--- src/hdl/websocket_frame_deframer_macros.svh ---
`ifndef WEBSOCKET_FRAME_DEFRAMER_MACROS_SVH
`define WEBSOCKET_FRAME_DEFRAMER_MACROS_SVH

// assertion helpers, clocked on clock and muted while reset is high

`define WSD_ASSERT_IMPL(label, lhs, rhs) \
   label: assert property (@(posedge clock) disable iff (reset) (lhs) |-> (rhs)) \
      else $error("wsd assertion failed");

`define WSD_ASSERT_NEXT(label, lhs, rhs) \
   label: assert property (@(posedge clock) disable iff (reset) (lhs) |=> (rhs)) \
      else $error("wsd assertion failed");

`define WSD_ASSERT_NEVER(label, cond) \
   label: assert property (@(posedge clock) disable iff (reset) !(cond)) \
      else $error("wsd assertion failed");

`endif

--- src/hdl/wsd_pkg.sv ---
package wsd_pkg;

   typedef enum logic [2:0] {
      PH_HDR0,
      PH_HDR1,
      PH_EXTLEN,
      PH_MASK,
      PH_PAYLOAD,
      PH_HALT
   } phase_type;

   typedef enum logic [1:0] {
      KIND_PAYLOAD,
      KIND_EMPTY,
      KIND_CLOSE,
      KIND_VIOLATION
   } kind_type;

   localparam logic [3:0] OP_TEXT  = 4'h1;
   localparam logic [3:0] OP_CLOSE = 4'h8;
   localparam logic [3:0] OP_PING  = 4'h9;

   localparam logic [6:0] LEN_CODE_16 = 7'd126;
   localparam logic [6:0] LEN_CODE_64 = 7'd127;

   // extended length bytes still to come, minus one
   localparam logic [2:0] EXT_LEFT_16 = 3'd1;
   localparam logic [2:0] EXT_LEFT_64 = 3'd7;

   localparam logic [1:0] KEY_LAST_POS = 2'd3;

   typedef struct packed {
      kind_type   kind;
      logic       is_ping;
      logic       fin;
      logic [7:0] data;
      logic [7:0] key;
      logic       last;
   } cmd_type;

endpackage

--- src/hdl/wsd_if.sv ---
interface wsd_req_if;
   logic       valid;
   logic       ready;
   logic [7:0] data_byte;

   modport source (output valid, output data_byte, input ready);
   modport sink   (input valid, input data_byte, output ready);
endinterface

interface wsd_rsp_if;
   logic       valid;
   logic       ready;
   logic [1:0] result_kind;
   logic       is_ping;
   logic       fin_flag;
   logic [7:0] payload_byte;
   logic       frame_last;

   modport source (output valid, output result_kind, output is_ping, output fin_flag,
                   output payload_byte, output frame_last, input ready);
   modport sink   (input valid, input result_kind, input is_ping, input fin_flag,
                   input payload_byte, input frame_last, output ready);
endinterface

--- src/hdl/wsd_front.sv ---
`include "websocket_frame_deframer_macros.svh"

module wsd_front (
   input  logic            clock,
   input  logic            reset,
   wsd_req_if.sink         req_chan,
   input  logic            queue_full,
   output logic            push,
   output wsd_pkg::cmd_type push_cmd
);
   import wsd_pkg::*;

   phase_type   phase_ff, phase_in;
   logic [3:0]  opcode_ff, opcode_in;
   logic        fin_ff, fin_in;
   logic [2:0]  len_left_ff, len_left_in;
   logic [63:0] remaining_ff, remaining_in;
   logic [31:0] key_ff, key_in;
   logic [1:0]  key_pos_ff, key_pos_in;

   logic        fire;
   logic [7:0]  in_byte;
   logic        is_ping_op;
   logic        is_close_op;
   logic        reported;
   logic        pay_last;
   logic [7:0]  key_byte;

   assign req_chan.ready = !queue_full;
   assign fire           = req_chan.valid && req_chan.ready;
   assign in_byte        = req_chan.data_byte;

   assign is_ping_op  = (opcode_ff == OP_PING);
   assign is_close_op = (opcode_ff == OP_CLOSE);
   assign reported    = (opcode_ff == OP_TEXT) || is_ping_op;
   assign pay_last    = (remaining_ff == 64'd1);

   // first key byte sits in the high byte
   always_comb begin
      unique case (key_pos_ff)
         2'd0:    key_byte = key_ff[31:24];
         2'd1:    key_byte = key_ff[23:16];
         2'd2:    key_byte = key_ff[15:8];
         default: key_byte = key_ff[7:0];
      endcase
   end

   // next phase
   always_comb begin
      phase_in = phase_ff;
      if (fire) begin
         unique case (phase_ff)
            PH_HDR0: begin
               phase_in = PH_HDR1;
            end
            PH_HDR1: begin
               priority if (!in_byte[7]) begin
                  phase_in = PH_HALT;
               end else if (in_byte[6:0] == LEN_CODE_16 || in_byte[6:0] == LEN_CODE_64) begin
                  phase_in = PH_EXTLEN;
               end else begin
                  phase_in = PH_MASK;
               end
            end
            PH_EXTLEN: begin
               if (len_left_ff == 3'd0) begin
                  phase_in = PH_MASK;
               end
            end
            PH_MASK: begin
               if (key_pos_ff == KEY_LAST_POS) begin
                  priority if (remaining_ff != 64'd0) begin
                     phase_in = PH_PAYLOAD;
                  end else if (is_close_op) begin
                     phase_in = PH_HALT;
                  end else begin
                     phase_in = PH_HDR0;
                  end
               end
            end
            PH_PAYLOAD: begin
               if (pay_last) begin
                  phase_in = is_close_op ? PH_HALT : PH_HDR0;
               end
            end
            default: begin
               phase_in = phase_ff;
            end
         endcase
      end
   end

   // result requests handed to the queue
   always_comb begin
      push     = 1'b0;
      push_cmd = '{kind: KIND_PAYLOAD, is_ping: 1'b0, fin: fin_ff,
                   data: 8'd0, key: 8'd0, last: 1'b1};
      if (fire) begin
         unique case (phase_ff)
            PH_HDR1: begin
               if (!in_byte[7]) begin
                  push          = 1'b1;
                  push_cmd.kind = KIND_VIOLATION;
               end
            end
            PH_MASK: begin
               if (key_pos_ff == KEY_LAST_POS && remaining_ff == 64'd0) begin
                  priority if (reported) begin
                     push             = 1'b1;
                     push_cmd.kind    = KIND_EMPTY;
                     push_cmd.is_ping = is_ping_op;
                  end else if (is_close_op) begin
                     push          = 1'b1;
                     push_cmd.kind = KIND_CLOSE;
                  end else begin
                     push = 1'b0;
                  end
               end
            end
            PH_PAYLOAD: begin
               priority if (reported) begin
                  push             = 1'b1;
                  push_cmd.kind    = KIND_PAYLOAD;
                  push_cmd.is_ping = is_ping_op;
                  push_cmd.data    = in_byte;
                  push_cmd.key     = key_byte;
                  push_cmd.last    = pay_last;
               end else if (is_close_op && pay_last) begin
                  push          = 1'b1;
                  push_cmd.kind = KIND_CLOSE;
               end else begin
                  push = 1'b0;
               end
            end
            default: begin
               push = 1'b0;
            end
         endcase
      end
   end

   // header fields, length and key
   always_comb begin
      opcode_in    = opcode_ff;
      fin_in       = fin_ff;
      len_left_in  = len_left_ff;
      remaining_in = remaining_ff;
      key_in       = key_ff;
      key_pos_in   = key_pos_ff;
      if (fire) begin
         unique case (phase_ff)
            PH_HDR0: begin
               fin_in    = in_byte[7];
               opcode_in = in_byte[3:0];
            end
            PH_HDR1: begin
               if (in_byte[7]) begin
                  key_in     = 32'd0;
                  key_pos_in = 2'd0;
                  priority if (in_byte[6:0] == LEN_CODE_16) begin
                     remaining_in = 64'd0;
                     len_left_in  = EXT_LEFT_16;
                  end else if (in_byte[6:0] == LEN_CODE_64) begin
                     remaining_in = 64'd0;
                     len_left_in  = EXT_LEFT_64;
                  end else begin
                     remaining_in = {57'd0, in_byte[6:0]};
                  end
               end
            end
            PH_EXTLEN: begin
               remaining_in = {remaining_ff[55:0], in_byte};
               if (len_left_ff != 3'd0) begin
                  len_left_in = len_left_ff - 3'd1;
               end
            end
            PH_MASK: begin
               key_in     = {key_ff[23:0], in_byte};
               key_pos_in = key_pos_ff + 2'd1;
            end
            PH_PAYLOAD: begin
               key_pos_in   = key_pos_ff + 2'd1;
               remaining_in = remaining_ff - 64'd1;
            end
            default: begin
               key_pos_in = key_pos_ff;
            end
         endcase
      end
   end

   always_ff @(posedge clock) begin
      if (reset) begin
         phase_ff    <= PH_HDR0;
         len_left_ff <= 3'd0;
         key_pos_ff  <= 2'd0;
      end else begin
         phase_ff    <= phase_in;
         len_left_ff <= len_left_in;
         key_pos_ff  <= key_pos_in;
      end
   end

   always_ff @(posedge clock) begin
      opcode_ff    <= opcode_in;
      fin_ff       <= fin_in;
      remaining_ff <= remaining_in;
      key_ff       <= key_in;
   end

   `WSD_ASSERT_NEXT(a_halt_sticky, phase_ff == PH_HALT, phase_ff == PH_HALT)
   `WSD_ASSERT_IMPL(a_payload_nonzero, phase_ff == PH_PAYLOAD, remaining_ff != 64'd0)

endmodule

--- src/hdl/wsd_queue.sv ---
`include "websocket_frame_deframer_macros.svh"

module wsd_queue #(
   parameter int DEPTH = 4
) (
   input  logic             clock,
   input  logic             reset,
   input  logic             push,
   input  wsd_pkg::cmd_type push_cmd,
   output logic             full,
   input  logic             pop,
   output logic             head_valid,
   output wsd_pkg::cmd_type head_cmd
);
   import wsd_pkg::*;

   localparam int PTR_W = (DEPTH > 1) ? $clog2(DEPTH) : 1;
   localparam int CNT_W = $clog2(DEPTH + 1);

   cmd_type            mem_ff [DEPTH];
   logic [PTR_W-1:0]   wr_ptr_ff, wr_ptr_in;
   logic [PTR_W-1:0]   rd_ptr_ff, rd_ptr_in;
   logic [CNT_W-1:0]   count_ff, count_in;

   assign full       = (count_ff == CNT_W'(DEPTH));
   assign head_valid = (count_ff != '0);
   assign head_cmd   = mem_ff[rd_ptr_ff];

   always_comb begin
      wr_ptr_in = wr_ptr_ff;
      rd_ptr_in = rd_ptr_ff;
      if (push) begin
         wr_ptr_in = (wr_ptr_ff == PTR_W'(DEPTH - 1)) ? '0 : wr_ptr_ff + 1'b1;
      end
      if (pop) begin
         rd_ptr_in = (rd_ptr_ff == PTR_W'(DEPTH - 1)) ? '0 : rd_ptr_ff + 1'b1;
      end
   end

   always_comb begin
      unique case ({push, pop})
         2'b10:   count_in = count_ff + 1'b1;
         2'b01:   count_in = count_ff - 1'b1;
         default: count_in = count_ff;
      endcase
   end

   always_ff @(posedge clock) begin
      if (reset) begin
         wr_ptr_ff <= '0;
         rd_ptr_ff <= '0;
         count_ff  <= '0;
      end else begin
         wr_ptr_ff <= wr_ptr_in;
         rd_ptr_ff <= rd_ptr_in;
         count_ff  <= count_in;
      end
   end

   always_ff @(posedge clock) begin
      if (push) begin
         mem_ff[wr_ptr_ff] <= push_cmd;
      end
   end

   `WSD_ASSERT_NEVER(a_no_overflow, push && full)
   `WSD_ASSERT_NEVER(a_no_underflow, pop && !head_valid)

endmodule

--- src/hdl/wsd_back.sv ---
`include "websocket_frame_deframer_macros.svh"

module wsd_back (
   input  logic             clock,
   input  logic             reset,
   input  logic             head_valid,
   input  wsd_pkg::cmd_type head_cmd,
   output logic             pop,
   wsd_rsp_if.source        rsp_chan
);
   import wsd_pkg::*;

   logic       out_valid_ff, out_valid_in;
   kind_type   kind_ff, kind_in;
   logic       ping_ff, ping_in;
   logic       fin_ff, fin_in;
   logic [7:0] byte_ff, byte_in;
   logic       last_ff, last_in;

   // output register takes the queue head when empty or being drained
   assign pop = head_valid && (!out_valid_ff || rsp_chan.ready);

   always_comb begin
      out_valid_in = out_valid_ff;
      kind_in      = kind_ff;
      ping_in      = ping_ff;
      fin_in       = fin_ff;
      byte_in      = byte_ff;
      last_in      = last_ff;
      if (pop) begin
         out_valid_in = 1'b1;
         kind_in      = head_cmd.kind;
         ping_in      = head_cmd.is_ping;
         fin_in       = head_cmd.fin;
         byte_in      = (head_cmd.kind == KIND_PAYLOAD) ? (head_cmd.data ^ head_cmd.key)
                                                        : 8'd0;
         last_in      = head_cmd.last;
      end else if (rsp_chan.ready) begin
         out_valid_in = 1'b0;
      end
   end

   always_ff @(posedge clock) begin
      if (reset) begin
         out_valid_ff <= 1'b0;
      end else begin
         out_valid_ff <= out_valid_in;
      end
   end

   always_ff @(posedge clock) begin
      kind_ff <= kind_in;
      ping_ff <= ping_in;
      fin_ff  <= fin_in;
      byte_ff <= byte_in;
      last_ff <= last_in;
   end

   assign rsp_chan.valid        = out_valid_ff;
   assign rsp_chan.result_kind  = kind_ff;
   assign rsp_chan.is_ping      = ping_ff;
   assign rsp_chan.fin_flag     = fin_ff;
   assign rsp_chan.payload_byte = byte_ff;
   assign rsp_chan.frame_last   = last_ff;

   `WSD_ASSERT_NEXT(a_pop_shows, pop, out_valid_ff)

endmodule

--- src/hdl/websocket_frame_deframer.sv ---
// WebSocket client-to-server deframer: takes one stream byte per clock on req_chan while
// its result queue has room and returns unmasked text and ping payload bytes, empty-frame
// marks, a close mark and an unmasked-frame violation on rsp_chan. The header parser
// handles each byte as it is taken (its 64-bit payload counter counts down once per
// payload byte), so the sustained rate is one byte per clock while the queue has room.
// Each result is written into a queue of QUEUE_DEPTH entries and then into an output
// register that drives rsp_chan; req_chan.ready falls only while that queue is full.
// After a close or a violation the block keeps taking bytes and drops them until reset.
module websocket_frame_deframer #(
   parameter int QUEUE_DEPTH = 4
) (
   input  logic      clock,
   input  logic      reset,
   wsd_req_if.sink   req_chan,
   wsd_rsp_if.source rsp_chan
);
   import wsd_pkg::*;

   logic    push;
   cmd_type push_cmd;
   logic    queue_full;
   logic    pop;
   logic    head_valid;
   cmd_type head_cmd;

   wsd_front u_front (
      .clock      (clock),
      .reset      (reset),
      .req_chan   (req_chan),
      .queue_full (queue_full),
      .push       (push),
      .push_cmd   (push_cmd)
   );

   wsd_queue #(
      .DEPTH (QUEUE_DEPTH)
   ) u_queue (
      .clock      (clock),
      .reset      (reset),
      .push       (push),
      .push_cmd   (push_cmd),
      .full       (queue_full),
      .pop        (pop),
      .head_valid (head_valid),
      .head_cmd   (head_cmd)
   );

   wsd_back u_back (
      .clock      (clock),
      .reset      (reset),
      .head_valid (head_valid),
      .head_cmd   (head_cmd),
      .pop        (pop),
      .rsp_chan   (rsp_chan)
   );

endmodule
--- src/flat_wrapper.sv ---
// flat-port wrapper written by rule: the top's interface ports become plain ports
module websocket_frame_deframer_flat import wsd_pkg::*;
#(
   parameter int QUEUE_DEPTH = 4
)
  (clock, reset, req_chan_valid, req_chan_data_byte, req_chan_ready, rsp_chan_valid, rsp_chan_result_kind, rsp_chan_is_ping, rsp_chan_fin_flag, rsp_chan_payload_byte, rsp_chan_frame_last, rsp_chan_ready);
  wsd_req_if req_chan_i ();
  wsd_rsp_if rsp_chan_i ();
  input  logic clock;
  input  logic reset;
  input wire logic [$bits(req_chan_i.valid)-1:0] req_chan_valid;
  input wire logic [$bits(req_chan_i.data_byte)-1:0] req_chan_data_byte;
  output wire logic [$bits(req_chan_i.ready)-1:0] req_chan_ready;
  output wire logic [$bits(rsp_chan_i.valid)-1:0] rsp_chan_valid;
  output wire logic [$bits(rsp_chan_i.result_kind)-1:0] rsp_chan_result_kind;
  output wire logic [$bits(rsp_chan_i.is_ping)-1:0] rsp_chan_is_ping;
  output wire logic [$bits(rsp_chan_i.fin_flag)-1:0] rsp_chan_fin_flag;
  output wire logic [$bits(rsp_chan_i.payload_byte)-1:0] rsp_chan_payload_byte;
  output wire logic [$bits(rsp_chan_i.frame_last)-1:0] rsp_chan_frame_last;
  input wire logic [$bits(rsp_chan_i.ready)-1:0] rsp_chan_ready;
  assign req_chan_i.valid = req_chan_valid;
  assign req_chan_i.data_byte = req_chan_data_byte;
  assign req_chan_ready = req_chan_i.ready;
  assign rsp_chan_valid = rsp_chan_i.valid;
  assign rsp_chan_result_kind = rsp_chan_i.result_kind;
  assign rsp_chan_is_ping = rsp_chan_i.is_ping;
  assign rsp_chan_fin_flag = rsp_chan_i.fin_flag;
  assign rsp_chan_payload_byte = rsp_chan_i.payload_byte;
  assign rsp_chan_frame_last = rsp_chan_i.frame_last;
  assign rsp_chan_i.ready = rsp_chan_ready;
  websocket_frame_deframer #(.QUEUE_DEPTH(QUEUE_DEPTH)) u_core (.clock(clock), .reset(reset), .req_chan(req_chan_i), .rsp_chan(rsp_chan_i));
endmodule
--- config.mk ---
export PLATFORM = sky130hd
export DESIGN_NAME = websocket_frame_deframer_flat
export DESIGN_NICKNAME = d
export VERILOG_FILES = /design/src/hdl/wsd_pkg.sv /design/src/hdl/wsd_if.sv /design/src/hdl/wsd_front.sv /design/src/hdl/wsd_queue.sv /design/src/hdl/wsd_back.sv /design/src/hdl/websocket_frame_deframer.sv /design/src/flat_wrapper.sv
export VERILOG_INCLUDE_DIRS = /design/src /design/src/hdl
export SDC_FILE = /design/constraint.sdc
export NUM_CORES = 1
export LEC_CHECK = 0
export BUFFER_PORTS_ARGS = -buffer_cell sky130_fd_sc_hd__buf_2
export CORE_AREA = 8 8 154 228
export DETAILED_ROUTE_END_ITERATION = 7
export DIE_AREA = 0 0 162 236
export GPL_TIMING_DRIVEN = 0
export SLEW_MARGIN = 40
export SYNTH_ARGS = -nofsm -noshare
export SYNTH_HDL_FRONTEND = slang
export SYNTH_SLANG_ARGS = --single-unit
--- constraint.sdc ---
create_clock -name clock -period 6.86 [get_ports clock]
set_clock_uncertainty 0.05 [all_clocks]
set_input_delay 0 -clock clock [delete_from_list [all_inputs] [get_ports clock]]
set_output_delay 0 -clock clock [all_outputs]
set_load 0.03 [all_outputs]
Word level (Yosys, flattened, before mapping) --
Memory sizes are Yosys's and may differ from the RTL's. A register that Yosys moved wholly into a read port is not among the register bits. Cells that the tools add are included.
Word-level totals: word-level logic and storage cells 132, bits in writable memories 84, memories 1, output and inout port bits 15, register bits after elaboration 130, bits of input ports 12
Memory list:
- u_core.u_queue.mem_ff | depth 4, bits a word 21, read ports 1, clocked after Yosys merged registers in 1, write ports 1, line wsd_queue.sv:20 | cmd_type mem_ff [DEPTH];
Cells by class: reduce and logical (&&, ||, !) cells 31, bitwise gates (word level) 1, mux-type cells 52, equality and inequality tests 24, add/subtract/negate cells 7
Operator list (number):
- $pmux W64 S3 | 1
- $eq A64 B1 Y1 const B | 1
- $logic_not A64 Y1 | 1
- $mux W64 | 1
- $pmux W32 S2 | 1
- $reduce_bool A64 Y1 | 1
- $sub A64 B1 Y64 const B | 1
- $mux W17 | 3
- $mux W3 | 12
- $mux W32 | 1
- $pmux W8 S3 | 1
- $mux W2 | 10
- $pmux W3 S5 | 1
- $eq A7 B7 Y1 const B | 2
- $mux W7 | 2
- $mux W1 | 13
- $pmux W3 S2 | 2
- $eq A2 B2 Y1 const B | 5
- $ne A2 B2 Y1 const B | 5
- $reduce_and A5 Y1 | 2
- $reduce_bool A2 Y1 | 5
- $reduce_and A3 Y1 | 3
- $reduce_bool A3 Y1 | 3
- $eq A4 B4 Y1 const B | 2
- 22 further kinds | 36

Longest topological paths before layout --
Gate-level depths: netlist of run 1.
depth in word-level cells 8, gate-level depth with buffers 14, mapped depth without buffers 13

Cells and area by module --
A second synthesis of run 1 with hierarchy kept.
Second synthesis, totals: cells, all modules 836, area, all modules 10358.7 um2
Modules (own cells, without submodules):
- wsd_front | seq. area each 3193.1 um2, times used 1, cells an instance 647, area an instance 6317.3 um2
- wsd_queue | seq. area each 2702.6 um2, times used 1, cells an instance 153, area an instance 3472.1 um2
- wsd_back | seq. area each 410.4 um2, times used 1, cells an instance 36, area an instance 569.3 um2

Least setup slack after synthesis of run 1 --
No wires, ideal clock.
kind register to register, from reg u_core.u_front.remaining_ff[34], to reg u_core.u_queue.count_ff[2], cell stages (with the launch flop) 14, required time 6739 ps, setup time 71 ps, arrival time 3095 ps, path slack 3644 ps, buffers on the path 1, period minus slack after synthesis 3216 ps, path through edfxtp_1 > or4_4 > or4_4 > buf_6 > nor2_4 > a31oi_1 > o221ai_2 > inv_1 > ha_1 > inv_1 > fa_1 > xor2_1 > or3_1 > a21oi_1
On the way: cells in the longest elaborated chain, start to end 8, elaborated cells on any way between the ends 13, those cells by class eq/ne (3); mux (6); reduce/logical (4)
Ends and longest elaborated chain:
- from (decl) | line wsd_front.sv:17 | logic [63:0] remaining_ff, remaining_in;
- from (signal assigned) | line wsd_front.sv:207 | remaining_ff <= remaining_in;
- $eq A64 B1 Y1 | line wsd_front.sv:36 | assign pay_last = (remaining_ff == 64'd1);
- $logic_and A1 B1 Y1 | line wsd_front.sv:128 | end else if (is_close_op && pay_last) begin
- $mux W1 | line wsd_front.sv:128
- $mux W1 | line wsd_front.sv:121 | priority if (reported) begin
- $pmux W1 S3 * | line wsd_front.sv:99 | unique case (phase_ff)
- $mux W1 * | line wsd_front.sv:98 | if (fire) begin
- $eq A2 B1 Y1 / $eq A2 B2 Y1 (equally long branches) | line wsd_queue.sv:41 | unique case ({push, pop})
- $pmux W3 S2 / $reduce_bool A2 Y1 (equally long branches)
- to (signal assigned) | line wsd_queue.sv:56 | count_ff <= count_in;
- to (decl) | line wsd_queue.sv:23 | logic [CNT_W-1:0] count_ff, count_in;
Every way passes the cells marked *; elsewhere a longest branch is shown, timed or not. A chain may end at the register's enable or synchronous reset.

Worst setup path after layout of run 1 --
from reg u_core.u_front.remaining_ff[40], to reg u_core.u_queue.count_ff[2]
Same word-level chain as after synthesis.

==> run_results.csv, run 1 <==
group,metric,value,unit
cts,cts-root-buf,"clkbuf_16",
setup_path,startpoint,"u_core.u_front.remaining_ff[40]",
timing,rsz0062_at_grt,"no",
place,dp_cells,1283,
run_status,status,"completed",
logic_synthesis,synth-edff-count,198,
floorplanning,die_h,236,um
run,cap_viol_max_count,0,
timing,timing.hold.ws,0.120,ns
logic_synthesis,synth.distinct_cells,60,
timing,finalCritPeriodShare,54.6,%
floorplanning,rows,80,
timing,hold_viol,0,
cts,ctsResizeCount,0,
pwr,p_per_area,321,mW/mm2
cts,clkSinkCount,216,
cts,clk_latency,0.51,ns
global_routing,antenna_found_initial,0,
logic_synthesis,synth_top_family_by_area,"simple AND/OR/NAND/NOR gates",
logic_synthesis,synth_fa_ha_area_share,2.13,%
setup_path,crit_path_top_delay_cell,"or4_1",
place,place_congestion,0.790,
setup_path,crit_path_max_incr_delay,0.61,ns
worst_hold_path,worstHoldPathCells,3,
place,place_hpwl,15900,um
routing,first_pass_iters,6,
cells_and_area,layout-drive-gt1-share,12.3,%
logic_synthesis,yosysTopAreaCell,"edfxtp_1",
routing,drt_iter0_drc,441,
timing,slew_violations,0,
logic_synthesis,avgSynthCellArea,12.2,um2
cells_and_area,fin_cells,1331,
global_routing,overflow,0,
cts,clockBufferDepth,3,
logic_synthesis,synth_compound_area_share,7.14,%
cells_and_area,area_growth,16.0,%
routing,routedWlPerCell,16.8,um
cells_and_area,fin_util,37.9,%
setup_path,cp_common_cell,"inv_1",
timing,fmax,267,MHz
floorplanning,die-area,0.0382,mm2
timing,worst_pin_slew,0.737,ns
logic_synthesis,async_flop_share,0,%
global_routing,track_usage,11.6,%
pwr,leakagePower,3.93,nW
pwr,ir_drop,157,uV
worst_hold_path,hold_start,"req_chan_valid",
global_routing,grt_max_degree,37,
routing,vias,6616,
setup_path,cpLargestDelayFamily,"simple AND/OR/NAND/NOR gates",
setup_path,cp-end-kind,"flop",
timing,slew_headroom,50.4,%
global_routing,first_global_vias,6761,
place,io_buffers,25,
setup_path,crit_type,"flop to flop",
logic_synthesis,synth_area,0.0103,mm2
logic_synthesis,muxShareOfSynthArea,3.13,%
timing,setup_viol,0,
floorplanning,ios,27,
setup_path,cp_max_fo,8,
setup_path,cp.required,7.25,ns
logic_synthesis,ys_ff_latch,216,
setup_path,worstPathArrival,4.14,ns
routing,drc,0,
logic_synthesis,netlist.area_leader.share,57.6,%
logic_synthesis,yosysSeqAreaShare,61.1,%
logic_synthesis,synth-simple-area-share,16.2,%
routing,antenna_left,0,
worst_hold_path,hold_path_class,"input pin to flop",
logic_synthesis,yosys-top-cells-area,"edfxtp_1, xnor2_1, dfxtp_1, nand2_1, xor2_1",
routing,wl,22300,um
cts,cts_tree,"yes",
logic_synthesis,synthCells,845,
floorplanning,die_w,162,um
timing,min_period,3.75,ns
setup_path,crit_chain,"or4_1, nor4_1, and4_1, a31oi_1, o221ai_2, inv_1, ha_1, inv_1, fa_1, xor2_1, or3_1, a21oi_1",
cts,cts_htree_levels,1,
floorplanning,start_util,32.6,%
logic_synthesis,synth_ff_type,"edfxtp_1",
cts,cts.clk_slew.worst_paths,0.07,ns
floorplanning,core_area,0.0316,mm2
setup_path,r2r-start,"u_core.u_front.remaining_ff[40]",
cells_and_area,antenna_cells,0,
routing,viasPerCell,4.97,
setup_path,cp_num_buf_inv,2,
logic_synthesis,ys_warn_count,0,
timing,tns,0,ns
setup_path,cp.depth,12,
logic_synthesis,synth_xor_area_share,8.06,%
setup_path,crit_path_start_kind,"flop",
global_routing,grt_pass1_wl,36100,um
logic_synthesis,synth_fp_nets,874,
cells_and_area,nets,935,
setup_path,r2r_cells,12,
cts,tritoncts.num_buffers,21,
## metrics by stage
stage | total power [mW] | area, um2 | setup slack (ns)
after floorplan | 2.26 | 10300 | 3.64
after global placement | 2.47 | 11000 | 2.67
after detailed placement | 2.50 | 11100 | 3.09
after CTS | 3.88 | 12000 | 3.06
after global routing | 4.01 | 12000 | 2.81
final | 3.84 | 12000 | 3.11
## cells in the mapped netlist (4+ instances only)
| cell type | number |
|---|---|
| edfxtp_1 | 198 |
| nand2_1 | 93 |
| nor2_1 | 69 |
| xnor2_1 | 61 |
| o21ai_0 | 56 |
| clkbuf_1 | 35 |
| and3_1 | 34 |
| xor2_1 | 34 |
| nor3_1 | 23 |
| a21oi_1 | 22 |
| dfxtp_1 | 18 |
| and2_1 | 16 |
| ha_1 | 16 |
| inv_1 | 16 |
| nor4_1 | 16 |
| mux4_2 | 13 |
| or3_1 | 13 |
| nand3_1 | 12 |
| o21ai_1 | 12 |
| a222oi_1 | 8 |
| nand3b_1 | 7 |
| or4_1 | 6 |
| a31oi_1 | 4 |
## tightest hold or removal path: stages
cell and delay [ns]:
buf_2 0.10, nand2_1 0.26, nor4_2 0.13
## power breakdown
| group | switching, mW | internal (mW) |
|---|---|---|
| registers | 0.145 | 1.64 |
| clock network | 0.530 | 0.838 |
| logic | 0.427 | 0.255 |
| total | 1.10 | 2.74 |
## cells by family after synthesis
| family | Yosys count |
|---|---|
| simple gates | 322 |
| flops | 216 |
| fa+ha+maj | 17 |
| compound gates | 122 |
| xor+xnor | 95 |
| mux | 16 |
| buf+inv | 57 |
## flip-flops by register name, summed over array words and instances, names as in the netlist, 2 cells and up, named ones only
name	count
u_core.u_queue.mem_ff	84
u_core.u_front.remaining_ff	64
u_core.u_front.key_ff	32
u_core.u_back.rsp_chan.payload_byte	8
u_core.u_front.opcode_ff	4
u_core.u_front.len_left_ff	3
u_core.u_front.phase_ff	3
u_core.u_queue.count_ff	3
u_core.u_back.rsp_chan.result_kind	2
u_core.u_front.key_pos_ff	2
u_core.u_queue.rd_ptr_ff	2
u_core.u_queue.wr_ptr_ff	2
## layout by cell type, fill, tap and decap left out, drive strengths merged, types with 4 or more instances in the layout
master and count:
clkbuf 56, nor3 26, a21oi 22, bufinv 7, or2 4, or4 8, mux4 13, dlygate4sd3 10
a222oi 8, dfxtp 18, inv 20, nand3b 7, nand2 93, and2 17, or3 13, xor2 34
ha 16, nand3 12, nor2 71, edfxtp 198, buf 34, xnor2 61, and3 34, nor4 19
a31oi 4, o21ai 70
## per-layer routing
| layer | vias up | GRT usage [%] | part of all wire (%) | routed length (um) |
|---|---|---|---|---|
| li1 | 3233 | - | - | - |
| met1 | 3254 | 12.7 | 39 | 8610 |
| met2 | 96 | 22.1 | 56 | 12400 |
| met3 | 33 | 1.39 | 3.4 | 762 |
| met4 | 0 | 4.28 | 2.4 | 529 |
| met5 | - | 0 | 0 | 0 |
## repair_timing
action                    in CTS  in global routing
hold buffers                  10                  0
buffers inserted               0                  0
hold endpoints to repair      60                  0
## final cells by class
class / count / area [um2]
clock inverters: 17 / 293
inverters: 16 / 60.1
plain buffers: 41 / 171
multi-input cells: 572 / 3830
well taps: 410 / 513
fillers: 3118 / 19700
flip-flops and latches: 216 / 6310
clock buffers: 21 / 526
repair buffers: 38 / 275
## worst paths after layout
| kind | to | slack [ns] |
|---|---|---|
| hold reg to reg | u_core.u_front.len_left_ff[2] | 0.40 |
| setup / recovery | u_core.u_queue.count_ff[2] | 3.11 |
| setup reg to reg | u_core.u_queue.count_ff[2] | 3.11 |
| hold / removal | u_core.u_front.opcode_ff[1] | 0.12 |
Note: power is estimated with default switching activity, not from simulation.
==> run 2: changes to the inputs <==
--- a/config.mk
+++ b/config.mk
@@ -6,10 +6,11 @@
 export SDC_FILE = /design/constraint.sdc
 export NUM_CORES = 1
 export LEC_CHECK = 0
+export ABC_AREA = 1
 export BUFFER_PORTS_ARGS = -buffer_cell sky130_fd_sc_hd__buf_2
-export CORE_AREA = 8 8 154 228
+export CORE_AREA = 8 8 159 235
 export DETAILED_ROUTE_END_ITERATION = 7
-export DIE_AREA = 0 0 162 236
+export DIE_AREA = 0 0 167 243
 export GPL_TIMING_DRIVEN = 0
 export SLEW_MARGIN = 40
 export SYNTH_ARGS = -nofsm -noshare
==> constraint.sdc (replaced) <==
create_clock -name clock -period 3.1 [get_ports clock]
set_clock_uncertainty 0.05 [all_clocks]
set_input_delay 0 -clock clock [delete_from_list [all_inputs] [get_ports clock]]
set_output_delay 0 -clock clock [all_outputs]
set_load 0.03 [all_outputs]
==> run 2 against run 1 <==
  * Clock power is 97% higher
  * Die area increased by 6.1%
  * Synthesized area increased by 6.7%
  * Final cell count is 29% higher
  * Final area rose by 6.5%
  * Wire length up 31%
  * Combinational power grew to 4.0 times the previous value
  * Global-route usage is 2.7 points higher
  * Maximum frequency is 29% higher
  * Critical path type unchanged
==> run_results.csv, run 2 <==
group,metric,value,unit
logic_synthesis,synthCells,1206,
pwr,leakagePower,4.81,nW
cells_and_area,final_common_cell,"nor2_1",
place,io_buffers,25,
setup_path,crit_type,"flop to flop",
setup_path,cp_num_buf_inv,3,
routing,viasPerCell,4.99,
timing,min_period,2.90,ns
routing,first_pass_iters,5,
cells_and_area,layout_common_cells,"nor2_1, edfxtp_1, inv_1, nand2_1, o21ai_0",
pwr,p_per_area,743,mW/mm2
setup_path,r2r-end,"u_core.u_queue.mem_ff[1][8]",
floorplanning,rows,83,
logic_synthesis,synth_area,0.0110,mm2
setup_path,r2r_cells,12,
worst_hold_path,worstHoldPathCells,5,
setup_path,worstPathArrival,3.09,ns
setup_path,crit_chain,"inv_1, ha_1, nand2_1, nor2_1, nand2_1, nor2_1, nand4_1, nand3_1, o21ai_4, buf_4, nor2_4, buf_8",
logic_synthesis,ys_ff_latch,216,
timing,setup_viol,0,
timing,slew_violations,0,
cells_and_area,regMostFlops,"u_core.u_queue.mem_ff",
worst_hold_path,hold_start,"req_chan_valid",
setup_path,cpLargestDelayFamily,"simple AND/OR/NAND/NOR gates",
cells_and_area,final_design_area_no_fill,0.0128,mm2
cts,clkSinkCount,216,
logic_synthesis,async_flop_share,0,%
routing,vias,8579,
logic_synthesis,synth_ff_type,"edfxtp_1",
logic_synthesis,yosysSeqAreaShare,57.2,%
worst_hold_path,min_to,"u_core.u_front.phase_ff[1]",
global_routing,antenna_found_initial,0,
global_routing,first_global_vias,8666,
cts,cts-root-buf,"clkbuf_16",
worst_hold_path,hold_path_class,"input pin to flop",
floorplanning,die_h,243,um
timing,slew_headroom,44.4,%
logic_synthesis,synth-edff-count,198,
cells_and_area,top_regs,"u_core.u_queue.mem_ff: 84 flops, u_core.u_front.remaining_ff: 64 flops, u_core.u_front.key_ff: 32 flops",
cells_and_area,antenna_cells,0,
routing,wl,29100,um
timing,fmax,345,MHz
logic_synthesis,synth_fp_nets,1235,
place,dp_cells,1663,
run_status,status,"completed",
run,cap_viol_max_count,0,
setup_path,crit_path_top_delay_cell,"edfxtp_1",
logic_synthesis,ys_warn_count,0,
cts,tritoncts.num_buffers,22,
floorplanning,die-area,0.0406,mm2
cells_and_area,fin_cells,1719,
floorplanning,core_area,0.0340,mm2
logic_synthesis,synth.distinct_cells,43,
cells_and_area,fill_cells,3352,
cts,clockBufferDepth,3,
floorplanning,start_util,32.4,%
timing,hold_viol,0,
global_routing,grt_pass1_wl,46300,um
routing,drc,0,
setup_path,crit_path_start_kind,"flop",
cts,clk_latency,0.53,ns
logic_synthesis,netlist.area_leader.share,54.0,%
cells_and_area,largest_reg_flops,84,
floorplanning,die_w,167,um
cts,cts_htree_levels,1,
global_routing,grt_max_degree,37,
routing,antenna_left,0,
logic_synthesis,synth_common_cells,"nor2_1, edfxtp_1, inv_1, nand2_1, o21ai_0",
floorplanning,ios,27,
timing,tns,0,ns
setup_path,cp.required,3.28,ns
routing,routedWlPerCell,17.0,um
cells_and_area,nets,1307,
cells_and_area,area_growth,15.8,%
setup_path,crit_path_max_incr_delay,0.46,ns
timing,worst_pin_slew,0.827,ns
place,pre_cts_ws,-0.284,ns
timing,finalCritPeriodShare,93.6,%
setup_path,startpoint,"u_core.u_front.remaining_ff[0]",
setup_path,cp_max_fo,11,
setup_path,cp-end-kind,"flop",
cts,cts_tree,"yes",
global_routing,overflow,0,
cts,cts.clk_slew.worst_paths,0.07,ns
place,placed_cell_area,0.0118,mm2
setup_path,rrSetupSlack,0.20,ns
logic_synthesis,yosysTopAreaCell,"edfxtp_1",
pwr,ir_drop,308,uV
logic_synthesis,avgSynthCellArea,9.13,um2
setup_path,r2r-start,"u_core.u_front.remaining_ff[0]",
logic_synthesis,yosys.cell_count.top_type,"nor2_1",
logic_synthesis,yosys-top-cells-area,"edfxtp_1, nor2_1, inv_1, nand2_1, o21ai_0",
place,place_congestion,0.868,
global_routing,track_usage,14.3,%
place,place_hpwl,22000,um
timing,setup_ws,0.197,ns
cells_and_area,layout-drive-gt1-share,10.4,%
routing,drt_iter0_drc,498,
run 2: power breakdown:
group | leakage [nW] | switching [mW] | internal (mW)
logic | 2.36 | 1.91 | 0.794
clock network | 0.345 | 1.20 | 1.49
registers | 2.11 | 0.306 | 3.76
total | 4.81 | 3.42 | 6.05
run 2: cell families after synthesis:
logic type | after synthesis | synth area share [%]
fa+ha+maj | 17 | 2.00
simple gates | 510 | 20.2
buf+inv | 204 | 7.01
xor+xnor | 12 | 0.954
compound gates | 247 | 12.6
flops | 216 | 57.2
run 2: how the worst max path moves through the flow:
stage / endpoint / slack (ns) / cells past startpoint
2_1_floorplan: u_core.u_front.key_ff[0] / 0.13 / 4
3_3_place_gp: u_core.u_queue.mem_ff[3][13] / -0.87 / 10
3_5_place_dp: u_core.u_queue.count_ff[2] / -0.28 / 16
4_1_cts: u_core.u_front.remaining_ff[34] / 0.09 / 7
5_1_grt: u_core.u_queue.count_ff[2] / -0.005 / 16
6_report: u_core.u_queue.mem_ff[1][8] / 0.20 / 12
run 2: final cells by class:
type	instances	area, um2	area share, %
tap	425	532	4.17
buffer	34	135	1.06
clock inverter	17	170	1.33
multi-input combinational	786	4020	31.5
clock buffer	23	554	4.35
timing repair buffer	48	393	3.08
sequential	216	6310	49.5
inverter	170	638	5.00
run 2: per-stage QoR:
stage	power (mW)	utilization, %	hold slack [ns]
finish	9.47	37.5	0.0661
global route	10.0	37.5	0.0835
CTS	9.54	37.3	0.0607
detailed placement	6.81	34.9	0.178
global placement	6.69	34.4	0.175
floorplan	5.87	-	0.0489
run 2: repair_timing:
action                     4_1_cts  5_1_grt
buffers inserted                 0        6
setup endpoints to repair        9       31
hold endpoints to repair        47        0
pin swaps                        0        3
resized for setup                2        4
hold buffers                    10        0
run 2: metal layers:
| metal | routed length [um] | global-route usage, % | part of all wire, % | vias up |
|---|---|---|---|---|
| met5 | 0 | 0 | 0 | - |
| met4 | 1260 | 7.73 | 4.3 | 0 |
| met3 | 1260 | 1.90 | 4.3 | 71 |
| met2 | 16300 | 28.1 | 56 | 221 |
| met1 | 10300 | 14.1 | 35 | 4045 |
| li1 | - | - | - | 4242 |
run 2: worst register-to-register path: stages (launching register included):
cell	delay (ns)
edfxtp_1	0.46
inv_1	0.26
ha_1	0.19
nand2_1	0.06
nor2_1	0.21
nand2_1	0.09
nor2_1	0.20
nand4_1	0.12
nand3_1	0.19
o21ai_4	0.11
buf_4	0.15
nor2_4	0.31
buf_8	0.22
